`src/phm_pkg.sv`:
```
// ----------------------------------------------------------------------------
// phm_pkg
// Shared types and constants of the priority handoff mutex: wait-list entry,
// opcodes, status codes, sequencer states, the result word and scan types.
// ----------------------------------------------------------------------------
`timescale 1ns / 1ps
`default_nettype none

package phm_pkg;

  localparam int MAX_WAITERS = 16;
  localparam int TID_W       = 8;
  localparam int PRIO_W      = 4;
  localparam int IDX_W       = $clog2(MAX_WAITERS);
  localparam int CNT_W       = $clog2(MAX_WAITERS + 1);

  typedef struct packed {
    logic [TID_W-1:0]  tid;
    logic [PRIO_W-1:0] prio;
  } entry_t;

  typedef enum logic [1:0] {
    OP_LOCK    = 2'd0,
    OP_HANDOFF = 2'd1,
    OP_BCAST   = 2'd2,
    OP_RSVD    = 2'd3
  } op_t;

  typedef enum logic [2:0] {
    STS_ACQUIRED  = 3'd0,
    STS_BLOCKED   = 3'd1,
    STS_RELEASED  = 3'd2,
    STS_HANDED    = 3'd3,
    STS_WAKE      = 3'd4,
    STS_NOT_OWNED = 3'd5,
    STS_FULL      = 3'd6
  } status_t;

  typedef enum logic [1:0] {
    S_IDLE,
    S_SCAN,
    S_MOVE,
    S_BCAST
  } state_t;

  typedef struct packed {
    status_t          status;
    logic             woken_valid;
    logic [TID_W-1:0] woken_thread;
    logic             must_resched;
    logic             last;
  } result_t;

  typedef struct packed {
    logic             step;
    logic             first;
    logic [IDX_W-1:0] idx;
  } scan_ctl_t;

  typedef struct packed {
    logic [IDX_W-1:0] idx;
    entry_t           entry;
  } scan_best_t;

endpackage

`default_nettype wire

```
`src/priority_handoff_mutex_top.sv`:
```
// ----------------------------------------------------------------------------
// priority_handoff_mutex_top
// Hardware mutex with a wait list kept in a small memory and a sequencer
// that scans, compacts and drains the list one entry per cycle, draining only while the result side keeps up.
// ----------------------------------------------------------------------------
// A lock, a release with no waiters and any refused request get their result
// word in the cycle after they are taken. A handoff unlock with n waiters
// scans the list through the single read port of the wait-list memory and the
// shared priority comparator, moves up to n-1 entries one place down to close
// the gap, and issues the result once the result register is free. A broadcast
// unlock issues one word per cycle, n in all, while the result side takes them.
// The block takes a new word only when the sequencer is idle and the result
// register is free or being emptied.
`timescale 1ns / 1ps
`default_nettype none

module priority_handoff_mutex_top (
  input  wire logic       clk,
  input  wire logic       rst_n,
  input  wire logic       in_valid,
  output logic            in_ready,
  input  wire logic [1:0] in_opcode,
  input  wire logic [7:0] in_thread_id,
  input  wire logic [3:0] in_thread_prio,
  output logic            out_valid,
  input  wire logic       out_ready,
  output logic [2:0]      out_status,
  output logic            out_woken_valid,
  output logic [7:0]      out_woken_thread,
  output logic            out_must_reschedule,
  output logic            out_last
);

  localparam int IDX_W = phm_pkg::IDX_W;
  localparam int CNT_W = phm_pkg::CNT_W;

  phm_pkg::state_t  state_r, state_nxt;
  logic             owner_valid_r, owner_valid_nxt;
  logic [CNT_W-1:0] count_r, count_nxt;
  logic [CNT_W-1:0] idx_r, idx_nxt;
  logic             out_valid_r, out_valid_nxt;
  phm_pkg::result_t res_r, res_nxt;
  logic             res_load;

  phm_pkg::entry_t  mem [phm_pkg::MAX_WAITERS];
  phm_pkg::entry_t  rd_data_r;
  logic [IDX_W-1:0] rd_addr;
  logic             wr_en;
  logic [IDX_W-1:0] wr_addr;
  phm_pkg::entry_t  wr_data;

  phm_pkg::scan_ctl_t  scan_ctl;
  phm_pkg::scan_best_t best;

  phm_pkg::op_t     op;
  logic             out_free;
  logic             in_acc;
  logic [CNT_W-1:0] cnt_m1;
  logic             bc_last;

  phm_scan_unit u_scan (
    .clk     (clk),
    .ctl     (scan_ctl),
    .rd_data (rd_data_r),
    .best    (best)
  );

  assign op       = phm_pkg::op_t'(in_opcode);
  assign out_free = !out_valid_r || out_ready;
  assign in_ready = (state_r == phm_pkg::S_IDLE) && out_free;
  assign in_acc   = in_valid && in_ready;
  assign cnt_m1   = count_r - CNT_W'(1);
  assign bc_last  = (idx_r == cnt_m1);
  assign rd_addr  = idx_nxt[IDX_W-1:0];

  always_comb begin
    state_nxt       = state_r;
    owner_valid_nxt = owner_valid_r;
    count_nxt       = count_r;
    idx_nxt         = idx_r;
    res_load        = 1'b0;
    res_nxt         = res_r;
    wr_en           = 1'b0;
    wr_addr         = count_r[IDX_W-1:0];
    wr_data         = '{tid: in_thread_id, prio: in_thread_prio};
    scan_ctl        = '{step: 1'b0, first: 1'b0, idx: idx_r[IDX_W-1:0]};

    unique case (state_r)
      phm_pkg::S_IDLE: begin
        if (in_acc) begin
          res_load = 1'b1;
          res_nxt  = '{status: phm_pkg::STS_NOT_OWNED, woken_valid: 1'b0,
                       woken_thread: '0, must_resched: 1'b0, last: 1'b1};
          unique case (op) inside
            phm_pkg::OP_LOCK: begin
              if (!owner_valid_r) begin
                owner_valid_nxt      = 1'b1;
                count_nxt            = '0;
                res_nxt.status       = phm_pkg::STS_ACQUIRED;
                res_nxt.woken_thread = in_thread_id;
              end else if (count_r >= CNT_W'(phm_pkg::MAX_WAITERS)) begin
                res_nxt.status = phm_pkg::STS_FULL;
              end else begin
                wr_en                = 1'b1;
                count_nxt            = count_r + CNT_W'(1);
                res_nxt.status       = phm_pkg::STS_BLOCKED;
                res_nxt.must_resched = 1'b1;
              end
            end
            phm_pkg::OP_HANDOFF, phm_pkg::OP_BCAST: begin
              if (!owner_valid_r) begin
                res_nxt.status = phm_pkg::STS_NOT_OWNED;
              end else if (count_r == '0) begin
                owner_valid_nxt = 1'b0;
                res_nxt.status  = phm_pkg::STS_RELEASED;
              end else begin
                res_load  = 1'b0;
                idx_nxt   = '0;
                state_nxt = (op == phm_pkg::OP_HANDOFF) ? phm_pkg::S_SCAN
                                                        : phm_pkg::S_BCAST;
              end
            end
            default: begin
              res_nxt.status = phm_pkg::STS_NOT_OWNED;
            end
          endcase
        end
      end

      phm_pkg::S_SCAN: begin
        scan_ctl.step  = 1'b1;
        scan_ctl.first = (idx_r == '0);
        if (idx_r == cnt_m1) begin
          // compaction starts with the entry just after the winner
          idx_nxt   = CNT_W'(best.idx) + CNT_W'(1);
          state_nxt = phm_pkg::S_MOVE;
        end else begin
          idx_nxt = idx_r + CNT_W'(1);
        end
      end

      phm_pkg::S_MOVE: begin
        if (idx_r < count_r) begin
          wr_en   = 1'b1;
          wr_addr = IDX_W'(idx_r - CNT_W'(1));
          wr_data = rd_data_r;
          idx_nxt = idx_r + CNT_W'(1);
        end else if (out_free) begin
          res_load  = 1'b1;
          res_nxt   = '{status: phm_pkg::STS_HANDED, woken_valid: 1'b1,
                        woken_thread: best.entry.tid, must_resched: 1'b1,
                        last: 1'b1};
          count_nxt = cnt_m1;
          state_nxt = phm_pkg::S_IDLE;
        end
      end

      phm_pkg::S_BCAST: begin
        if (out_free) begin
          res_load = 1'b1;
          res_nxt  = '{status: phm_pkg::STS_WAKE, woken_valid: 1'b1,
                       woken_thread: rd_data_r.tid, must_resched: 1'b1,
                       last: bc_last};
          if (bc_last) begin
            count_nxt = '0;
            state_nxt = phm_pkg::S_IDLE;
          end else begin
            idx_nxt = idx_r + CNT_W'(1);
          end
        end
      end

      default: begin
        state_nxt = phm_pkg::S_IDLE;
      end
    endcase
  end

  assign out_valid_nxt = res_load ? 1'b1 : (out_valid_r && !out_ready);

  always_ff @(posedge clk) begin
    if (!rst_n) begin
      state_r       <= phm_pkg::S_IDLE;
      owner_valid_r <= 1'b0;
      count_r       <= '0;
      idx_r         <= '0;
      out_valid_r   <= 1'b0;
    end else begin
      state_r       <= state_nxt;
      owner_valid_r <= owner_valid_nxt;
      count_r       <= count_nxt;
      idx_r         <= idx_nxt;
      out_valid_r   <= out_valid_nxt;
    end
  end

  always_ff @(posedge clk) begin
    if (res_load) begin
      res_r <= res_nxt;
    end
  end

  // wait-list memory, one write and one registered read per cycle
  always_ff @(posedge clk) begin
    if (wr_en) begin
      mem[wr_addr] <= wr_data;
    end
    rd_data_r <= mem[rd_addr];
  end

  assign out_valid           = out_valid_r;
  assign out_status          = res_r.status;
  assign out_woken_valid     = res_r.woken_valid;
  assign out_woken_thread    = res_r.woken_thread;
  assign out_must_reschedule = res_r.must_resched;
  assign out_last            = res_r.last;

endmodule

`default_nettype wire

```
`src/phm_scan_unit.sv`:
```
// ----------------------------------------------------------------------------
// phm_scan_unit
// Shared priority comparator: folds one wait-list entry per step into the
// running minimum, keeping the earliest entry on equal priority.
// ----------------------------------------------------------------------------
`timescale 1ns / 1ps
`default_nettype none

module phm_scan_unit (
  input  wire logic               clk,
  input  wire phm_pkg::scan_ctl_t ctl,
  input  wire phm_pkg::entry_t    rd_data,
  output phm_pkg::scan_best_t     best
);

  phm_pkg::scan_best_t best_r;
  logic                take;

  // strict less-than keeps the earliest waiter on ties
  assign take = ctl.step && (ctl.first || (rd_data.prio < best_r.entry.prio));

  always_comb begin
    if (take) begin
      best.idx   = ctl.idx;
      best.entry = rd_data;
    end else begin
      best = best_r;
    end
  end

  always_ff @(posedge clk) begin
    best_r <= best;
  end

endmodule

`default_nettype wire

```
`config.mk`:
```
export PLATFORM = sky130hd
export DESIGN_NAME = priority_handoff_mutex_top
export DESIGN_NICKNAME = d
export VERILOG_FILES = /design/src/phm_pkg.sv /design/src/priority_handoff_mutex_top.sv /design/src/phm_scan_unit.sv
export SDC_FILE = /design/constraint.sdc
export NUM_CORES = 1
export LEC_CHECK = 0
export BUFFER_PORTS_ARGS = -buffer_cell sky130_fd_sc_hd__buf_2
export CORE_AREA = 2 2 178 180
export DETAILED_ROUTE_END_ITERATION = 10
export DIE_AREA = 0 0 180 182
export HOLD_SLACK_MARGIN = 0.02
export PLACE_DENSITY = 0.54
export SLEW_MARGIN = 20
export SYNTH_ARGS = -nofsm -noshare
export SYNTH_HDL_FRONTEND = slang
export SYNTH_HIERARCHICAL = 1
export SYNTH_SLANG_ARGS = --single-unit
```
`constraint.sdc`:
```
create_clock -name clk -period 6.2 [get_ports clk]
set_input_delay 0.31 -clock clk [delete_from_list [all_inputs] [get_ports clk]]
set_output_delay 0.31 -clock clk [all_outputs]
set_load 0.02 [all_outputs]
```
==> results.cfg, run 1 <==
[grt]
antenna_found_initial = 0
grt_pass1_wl_um = 44210
grt.total_usage_pct = 17.22
grt_start_max_net_pins = 98
grt-busiest-layer = met2
grt_util_met1_pct = 25.13
grt_pass1_vias = 7202
grt_use_met2_pct = 27.10
overflow = 0
grt_util_met3_pct = 2.647

[yosys]
synth_top_area_share_pct = 54.90
syn_inst = 901
async_reset_ff_share_pct = 0
synth-main-ff-cell = edfxtp_1
yosysSeqAreaShare_pct = 62.37
synth_most_common_cell = edfxtp_1
synth.avg_cell_area_um2 = 12.51
synth_seq_cells = 248
synth_area_um2 = 11270
yosys-top-cells-area = edfxtp_1, dfxtp_1, mux2i_1, a221oi_1, nand2_1
synthTopCellsByCount = edfxtp_1, nand2_1, mux2i_1, a21oi_1, a221oi_1
yosysUniqueCellTypes = 68
ys_warn_count = 6
synth_top_area_cell = edfxtp_1
synth_nets = 936
synth_edf_count = 206

[floorplan]
core_um2 = 30990
io_pins = 34
fp-row-count = 65
die_y_um = 182
die_x_um = 180
die_area_um2 = 32760
initial_utilization_pct = 36.36

[cts]
path_clk_slew_ns = 0.07
cts_max_path_buffers = 3
ctsHtreeMaxLevel = 1
ctsResizeCount = 0
cts_setup_buffers = 0
postCtsHoldBufs = 0
root_buffer = clkbuf_16
cts.sinks = 248
numCtsBuffers = 27
cts_tree = built
insertion_delay_ns = 0.55

[cells_and_area]
regArea_um2 = 7027
drive_gt1_share_pct = 13.01
multi_input_area_um2 = 3825
nets = 953
n_antenna_cell = 0
area_growth_pct = 12.02
finalNonFillerCells = 1340
nFillCells = 2891

[critical_path]
cp.required_ns = 6.62
crit_path_end_kind = flip-flop
critPathTopFamily = simple AND/OR/NAND/NOR gates
arrival_ns = 5.26
max_stage_delay_ns = 0.58
cp-start-kind = flip-flop
critical_path_class = flip-flop to flip-flop
cp_max_fo = 25
cp_cell_sequence = inv_1, ha_1, nand2b_1, nor4_2, buf_4, and2_1, a222oi_1, nand3_1, inv_1, o211a_1, mux2_2, nand2_1, nand3_2, buf_4, nand2_1, a221oi_1, or4_1
cp_num_buf_inv = 4
cpMaxStageDelayCell = nand3_2

[timing]
whs_ns = 0.04511
final_max_slew_viol_count = 0
fin_worst_skew_ns = 0.01084
slew_headroom_pct = 31.72
fin_crit_ns = 4.846
final_hold_viol_count = 0
max_freq_mhz = 206.4
tns_ns = 0
rsz0062_at_grt = false
post-route-period-util_pct = 78.16
setup_slack_ns = 1.354
finalSetupViolations = 0
worstMarginPinSlew_ns = 1.023

[power]
total_power_mw = 4.006
leakage_nw = 4.439
powerDensity_nw_per_um2 = 317.4
irDropWorstVdd_uv = 210.5

[place]
dp.cells = 1291
hpwl_um = 17610
io_buffer_count = 33
pre_cts_ws_ns = 1.362
gp_congestion = 0.8014

[drt]
ant_nets = 0
via_count = 7591
wl_per_cell_um = 21.36
wl_um = 28630
drc_errors = 0
dr.first_iter.drc_count = 877
viasPerCell = 5.665
first_pass_iters = 7

[status]
status = finished clean

[hold_path]
min_path_type = input port to flip-flop

[job]
maxCapViolations = 0
[area by class of cell]
class / count / area share [%]
Sequential cell: 248 / 55.68
Multi-Input combinational cell: 568 / 30.31
Clock buffer: 34 / 5.641
Tap cell: 402 / 3.985
Timing Repair Buffer: 53 / 2.697
Clock inverter: 15 / 1.100
Inverter: 20 / 0.5948
[report_power, final]
group,internal (mW),switching [mW]
registers,1.86,0.0447
logic,0.200,0.354
clock network,0.897,0.648
[flip-flops by register name, indices dropped and copies added (netlist names), 2 cells and up]
signal,count
count_r,5
idx_r,5
mem,192
out_status,3
out_woken_thread,8
rd_data_r,12
state_r,2
u_scan/best_r,16
[metal layers]
metal  routed length, um  up-vias  share of wire (%)
li1                    -     3532                  -
met1               13380     3759                 47
met2               13060      263                 46
met3                1738       37                6.1
met4                 448        0                1.6
met5                   0        -                  0
[logic make-up (layout without fill, tap and decap cells)]
group	count (synthesis)	after routing	share of synthesized area, %
AO/OA/AOI/OAI	206	206	13.59
XOR/XNOR	14	14	1.277
adder cells (fa/ha/maj)	17	17	1.888
buffers and inverters	85	122	4.053
flip-flops	248	248	62.37
multiplexers	58	58	5.164
AND/OR/NAND/NOR	273	273	11.66
[cells in the final DEF (no fill, tap or decap), types with 4 or more instances in the layout]
master / instances
a21oi_1: 56
a21oi_2: 7
a221oi_1: 52
a222oi_1: 16
a31oi_1: 8
buf_2: 33
buf_4: 18
clkbuf_1: 6
clkbuf_16: 27
clkinv_1: 8
dfxtp_1: 42
edfxtp_1: 206
ha_1: 17
inv_1: 19
mux2i_1: 57
nand2_1: 113
nand3_1: 44
nand4_1: 4
nor2_1: 31
nor2_2: 8
nor2b_1: 22
nor3_1: 10
o2111ai_1: 15
o21ai_0: 20
or3_1: 4
or4_1: 12
xnor2_1: 7
xor2_1: 5
[final timing paths]
kind	startpoint	cells after the start	slack, ns	to
setup / recovery	idx_r[0]$_SDFF_PN0_	17	1.35	rd_data_r[5]$_DFF_P_
hold / removal	rst_n	2	0.05	idx_r[2]$_SDFF_PN0_
setup reg to reg	idx_r[0]$_SDFF_PN0_	17	1.35	rd_data_r[5]$_DFF_P_
hold reg to reg	u_scan/best_r[9]$_DFF_P_	2	0.55	u_scan/best_r[9]$_DFF_P_
[through the flow]
stage	utilization, %	instance area [um^2]
finish	40.73	12620
global route	40.73	12620
CTS	40.73	12620
detailed placement	37.99	11770
global placement	37.99	11770
floorplan	-	11270
(Power assumes the default switching activity.)
==> run 2: changes to the inputs <==
==> constraint.sdc (replaced) <==
create_clock -name clk -period 4.6 [get_ports clk]
set_input_delay 0.23 -clock clk [delete_from_list [all_inputs] [get_ports clk]]
set_output_delay 0.23 -clock clk [all_outputs]
set_load 0.02 [all_outputs]
==> run 2 against run 1 <==
Sequential share of layout area decreased by 1.2 points. Total power up 35%. Worst hold slack worse by 0.012 ns. Flip-flop and latch count stayed put. Register-to-register slack got worse by 0.95 ns. Via count rose by 1.7%. Non-clock buffer count increased by 38. Clock skew hardly changed. Largest cell class unchanged. Highest routed layer unchanged.
==> results.cfg, run 2 (synthesized netlist as in run 1, its figures left out) <==
[status]
status = finished clean

[timing]
final_hold_viol_count = 0
fin_crit_ns = 4.199
post-route-period-util_pct = 91.28
rsz0062_at_grt = false
max_freq_mhz = 238.1
finalSetupViolations = 0
worstMarginPinSlew_ns = 0.7087
final_max_slew_viol_count = 0
slew_headroom_pct = 52.58
tns_ns = 0
fin_worst_skew_ns = 0.01067

[cells_and_area]
nFillCells = 2859
fin_util_pct = 41.65
nets = 990
layout_common_cells = edfxtp_1, nand2_1, mux2i_1, a21oi_1, a221oi_1
drive_gt1_share_pct = 15.40
regArea_um2 = 7027
multi_input_area_um2 = 3805
area_growth_pct = 14.55
largest_reg_flops = 192
n_antenna_cell = 0
reg_top3 = mem (192), u_scan/best_r (16), rd_data_r (12)
regMostFlops = mem
final_common_cell = edfxtp_1

[grt]
grt_start_max_net_pins = 98
grt_pass1_wl_um = 45730
antenna_found_initial = 0
grt_util_met1_pct = 25.23
overflow = 0
grt_util_met3_pct = 2.407
grt_pass1_vias = 7451
grt_use_met2_pct = 29.04
grt-busiest-layer = met2
grt.total_usage_pct = 17.81

[power]
powerDensity_nw_per_um2 = 418.6
leakage_nw = 4.629
irDropWorstVdd_uv = 239.3

[critical_path]
cp.required_ns = 5.00
worstSetupStartpoint = idx_r[3]$_SDFF_PN0_
r2r_slack_ns = 0.40
crit_path_end = rd_data_r[4]$_DFF_P_
cp_max_fo = 12
crit_path_end_kind = flip-flop
rr_startpoint = idx_r[3]$_SDFF_PN0_
ff2ff_path_depth = 13
r2r-end = rd_data_r[4]$_DFF_P_
cp-start-kind = flip-flop
arrival_ns = 4.60
critical_path_class = flip-flop to flip-flop

[cts]
ctsResizeCount = 0
cts_tree = built
root_buffer = clkbuf_16
numCtsBuffers = 26
ctsHtreeMaxLevel = 1
insertion_delay_ns = 0.53
cts.sinks = 248
path_clk_slew_ns = 0.07
cts_max_path_buffers = 3

[drt]
wl_per_cell_um = 21.45
drc_errors = 0
wl_um = 29520
viasPerCell = 5.610
ant_nets = 0
via_count = 7719
dr.first_iter.drc_count = 751
first_pass_iters = 7

[place]
gp_congestion = 0.8033
io_buffer_count = 33
hpwl_um = 18810

[floorplan]
die_area_um2 = 32760
core_um2 = 30990
die_x_um = 180
die_y_um = 182
initial_utilization_pct = 36.36
fp-row-count = 65
io_pins = 34

[hold_path]
min_path_type = input port to flip-flop

[job]
maxCapViolations = 0
## run 2: cell count changes in the layout (fill, tap and decap cells not counted), moves of 2 or more
| cell | change |
|---|---|
| buf_12 | +2 |
| buf_4 | +30 |
| clkbuf_1 | -3 |
| clkinv_1 | -3 |
| clkinv_2 | +4 |
| dlygate4sd3_1 | +6 |
| nor2_1 | +8 |
| nor2_2 | -8 |
## run 2: cell type report
class,count,share of cell area [%]
clock inverters,17,1.115
inverters,20,0.5817
multi-input cells,568,29.48
clock buffers,30,5.322
repair buffers,91,5.158
flip-flops and latches,248,54.45
well taps,402,3.897
## run 2: routing by layer
| layer | vias up | share of wire (%) |
|---|---|---|
| met5 | - | 0 |
| met4 | 0 | 1.8 |
| met3 | 38 | 5.1 |
| met2 | 207 | 46 |
| met1 | 3877 | 47 |
| li1 | 3597 | - |
## run 2: what timing repair did
item	in CTS	in global routing
buffers inserted	0	0
endpoints found under the hold margin	6	0
hold buffers	6	0
## run 2: worst min-delay path by stage
stage                     from                            end  cells past startpoint
2_1_floorplan            rst_n            idx_r[2]$_SDFF_PN0_                      1
3_3_place_gp             rst_n            idx_r[2]$_SDFF_PN0_                      2
3_5_place_dp             rst_n            idx_r[2]$_SDFF_PN0_                      2
4_1_cts        in_thread_id[6]  out_woken_thread[6]$_DFFE_PP_                      3
5_1_grt        in_thread_id[6]  out_woken_thread[6]$_DFFE_PP_                      3
6_report       in_thread_id[6]  out_woken_thread[6]$_DFFE_PP_                      3
## run 2: critical path, stage by stage, from the launching register on
cell and delay [ns]:
dfxtp_1 0.46, nor4_2 0.57, buf_4 0.25, nor2b_1 0.06
a222oi_1 0.31, nand3_1 0.19, ha_1 0.25, xnor2_1 0.15
mux2i_1 0.10, a221oi_2 0.35, nor3_4 0.12, nand2_1 0.48
a221oi_1 0.17, or4_1 0.58
## run 2: through the flow
step           hold WS, ns  setup slack, ns  instances  instance area, um^2  power (mW)
6_report           0.03310           0.4009       1376                12910       5.402
5_1_grt            0.03859           0.1390       1376                12910       5.613
4_1_cts            0.02177           0.4548       1376                12910       5.441
3_5_place_dp        0.4573           0.4532       1323                12020       3.393
3_3_place_gp        0.4560           0.5259       1323                12020       3.383
2_1_floorplan       0.3517           0.4184        901                11270       3.176
## run 2: power by group
part | total [mW] | switching, mW | internal, mW | leakage, nW
Combinational | 0.798 | 0.496 | 0.302 | 2.01
Clock | 2.04 | 0.861 | 1.18 | 0.411
Sequential | 2.56 | 0.0531 | 2.51 | 2.21
==> run 3: changes to the inputs <==
--- a/config.mk
+++ b/config.mk
@@ -5,12 +5,12 @@
 export SDC_FILE = /design/constraint.sdc
 export NUM_CORES = 1
 export LEC_CHECK = 0
-export BUFFER_PORTS_ARGS = -buffer_cell sky130_fd_sc_hd__buf_2
 export CORE_AREA = 2 2 178 180
 export DETAILED_ROUTE_END_ITERATION = 10
 export DIE_AREA = 0 0 180 182
+export DONT_BUFFER_PORTS = 1
 export HOLD_SLACK_MARGIN = 0.02
-export PLACE_DENSITY = 0.54
+export PLACE_DENSITY = 0.53
 export SLEW_MARGIN = 20
 export SYNTH_ARGS = -nofsm -noshare
 export SYNTH_HDL_FRONTEND = slang
==> run 3 against run 2 <==
Global-route usage down 0.63 points. Worst hold slack better by 0.029 ns. Fmax down 1.7%. Via count down 1.8%. Clock skew up 0.0085 ns. Non-clock buffer count down 29. Combinational power down 0.6%. Wire length down 3.3%. Sequential power about the same. First-iteration DRC count down 2.3%. Largest cell class unchanged. Highest routed layer unchanged.
==> results.cfg, run 3 (synthesized netlist as in run 1, its figures left out) <==
[status]
status = finished clean

[cts]
root_buffer = clkbuf_16
insertion_delay_ns = 0.55
cts_tree = built
cts_max_path_buffers = 3
cts.sinks = 248
numCtsBuffers = 26
ctsHtreeMaxLevel = 1
path_clk_slew_ns = 0.06

[place]
io_buffer_count = 0
gp_congestion = 0.7841
pre_cts_ws_ns = 0.2917
hpwl_um = 18680

[floorplan]
die_y_um = 182
io_pins = 34
core_um2 = 30990
initial_utilization_pct = 36.36
fp-row-count = 65
die_x_um = 180
die_area_um2 = 32760

[grt]
grt_start_max_net_pins = 98
antenna_found_initial = 0
grt_pass1_wl_um = 44330
grt.total_usage_pct = 17.18
grt_pass1_vias = 7322
overflow = 0

[cells_and_area]
regArea_um2 = 7027
nFillCells = 2861
nets = 961
final_common_cell = edfxtp_1
layout_common_cells = edfxtp_1, nand2_1, mux2i_1, a21oi_1, a221oi_1
drive_gt1_share_pct = 12.37
regMostFlops = mem
largest_reg_flops = 192
area_growth_pct = 14.21
n_antenna_cell = 0
multi_input_area_um2 = 3805
reg_top3 = mem (192), u_scan/best_r (16), rd_data_r (12)

[timing]
fin_crit_ns = 4.271
post-route-period-util_pct = 92.84
rsz0062_at_grt = false
setup_slack_ns = 0.3294
max_freq_mhz = 234.2
tns_ns = 0
finalSetupViolations = 0
slew_headroom_pct = 50.82
fin_worst_skew_ns = 0.01914
worstMarginPinSlew_ns = 0.7359
final_hold_viol_count = 0
final_max_slew_viol_count = 0

[power]
irDropWorstVdd_uv = 246.1
powerDensity_nw_per_um2 = 437.2
leakage_nw = 4.549

[drt]
first_pass_iters = 8
viasPerCell = 5.623
wl_um = 28550
via_count = 7580
dr.first_iter.drc_count = 734
drc_errors = 0
ant_nets = 0
wl_per_cell_um = 21.18

[critical_path]
r2r_slack_ns = 0.33
arrival_ns = 4.67
cp_max_fo = 12
cpMaxStageDelayCell = or4_1
cp.required_ns = 5.00
crit_path_end_kind = flip-flop
critical_path_class = flip-flop to flip-flop
cp-start-kind = flip-flop
cp_common_cell = ha_1
max_stage_delay_ns = 0.56
cp_cell_sequence = inv_1, ha_1, nand2b_1, nor4_2, buf_4, nor2b_1, a222oi_1, nand3_1, ha_1, xnor2_1, mux2i_1, a221oi_2, nor3_4, nand2_1, a221oi_1, or4_1

[job]
maxCapViolations = 0

[hold_path]
min_path_type = input port to flip-flop
run 3: cell count changes in the layout (fill, tap and decap cells not counted), sizes merged:
cell and delta:
buf -33, bufinv +4, clkbuf -2, clkinv -1
dlygate4sd3 +4
run 3: final timing paths:
check	start	end	cells after the start
hold reg to reg	u_scan/best_r[0]$_DFF_P_	u_scan/best_r[0]$_DFF_P_	2
hold / removal	in_valid	owner_valid_r$_SDFFE_PN0P_	3
setup / recovery	idx_r[0]$_SDFF_PN0_	rd_data_r[8]$_DFF_P_	16
setup reg to reg	idx_r[0]$_SDFF_PN0_	rd_data_r[8]$_DFF_P_	16
run 3: power breakdown:
| group | internal [mW] | switching [mW] |
|---|---|---|
| Clock | 1.37 | 0.883 |
| Combinational | 0.312 | 0.481 |
| Sequential | 2.51 | 0.0706 |
| Total | 4.19 | 1.43 |
run 3: layout make-up:
type | count | share of cell area [%]
timing repair buffer | 62 | 4.200
sequential | 248 | 54.60
clock inverter | 20 | 2.022
multi-input combinational | 568 | 29.57
inverter | 20 | 0.5834
clock buffer | 28 | 5.114
tap | 402 | 3.909
run 3: worst max-delay path: cells and delay by family (launching register included):
| family | cells | cell delay [ns] |
|---|---|---|
| buffers and inverters | 2 | 0.49 |
| adders and majority gates | 2 | 0.50 |
| DFF | 1 | 0.31 |
| muxes | 1 | 0.11 |
| and+or+nand+nor | 7 | 1.77 |
| AOI/OAI and AO/OA | 3 | 0.80 |
| xor gates and xnor gates | 1 | 0.16 |
run 3: layer usage:
layer	track usage, %	vias up	share of wire (%)
met3	2.647	40	5.5
met2	27.03	252	46
li1	-	3547	-
met1	24.90	3741	47
met4	4.293	0	1.6
met5	0	-	0
run 3: through the flow:
step | utilization (%) | instance area (um^2) | cells | hold slack [ns] | power (mW)
after floorplan | - | 11270 | 901 | 0.3517 | 3.176
after global placement | 38.24 | 11850 | 1290 | 0.3603 | 3.389
after detailed placement | 38.24 | 11850 | 1290 | 0.3690 | 3.406
after CTS | 41.53 | 12870 | 1348 | 0.03563 | 5.663
after global routing | 41.53 | 12870 | 1348 | 0.09036 | 5.844
final | 41.53 | 12870 | 1348 | 0.06167 | 5.627
run 3: repair_timing:
| action | in CTS | in global routing |
|---|---|---|
| hold buffers | 10 | 0 |
| hold endpoints to repair | 10 | 0 |
| setup buffers | 0 | 0 |
| gates resized for setup | 0 | 0 |
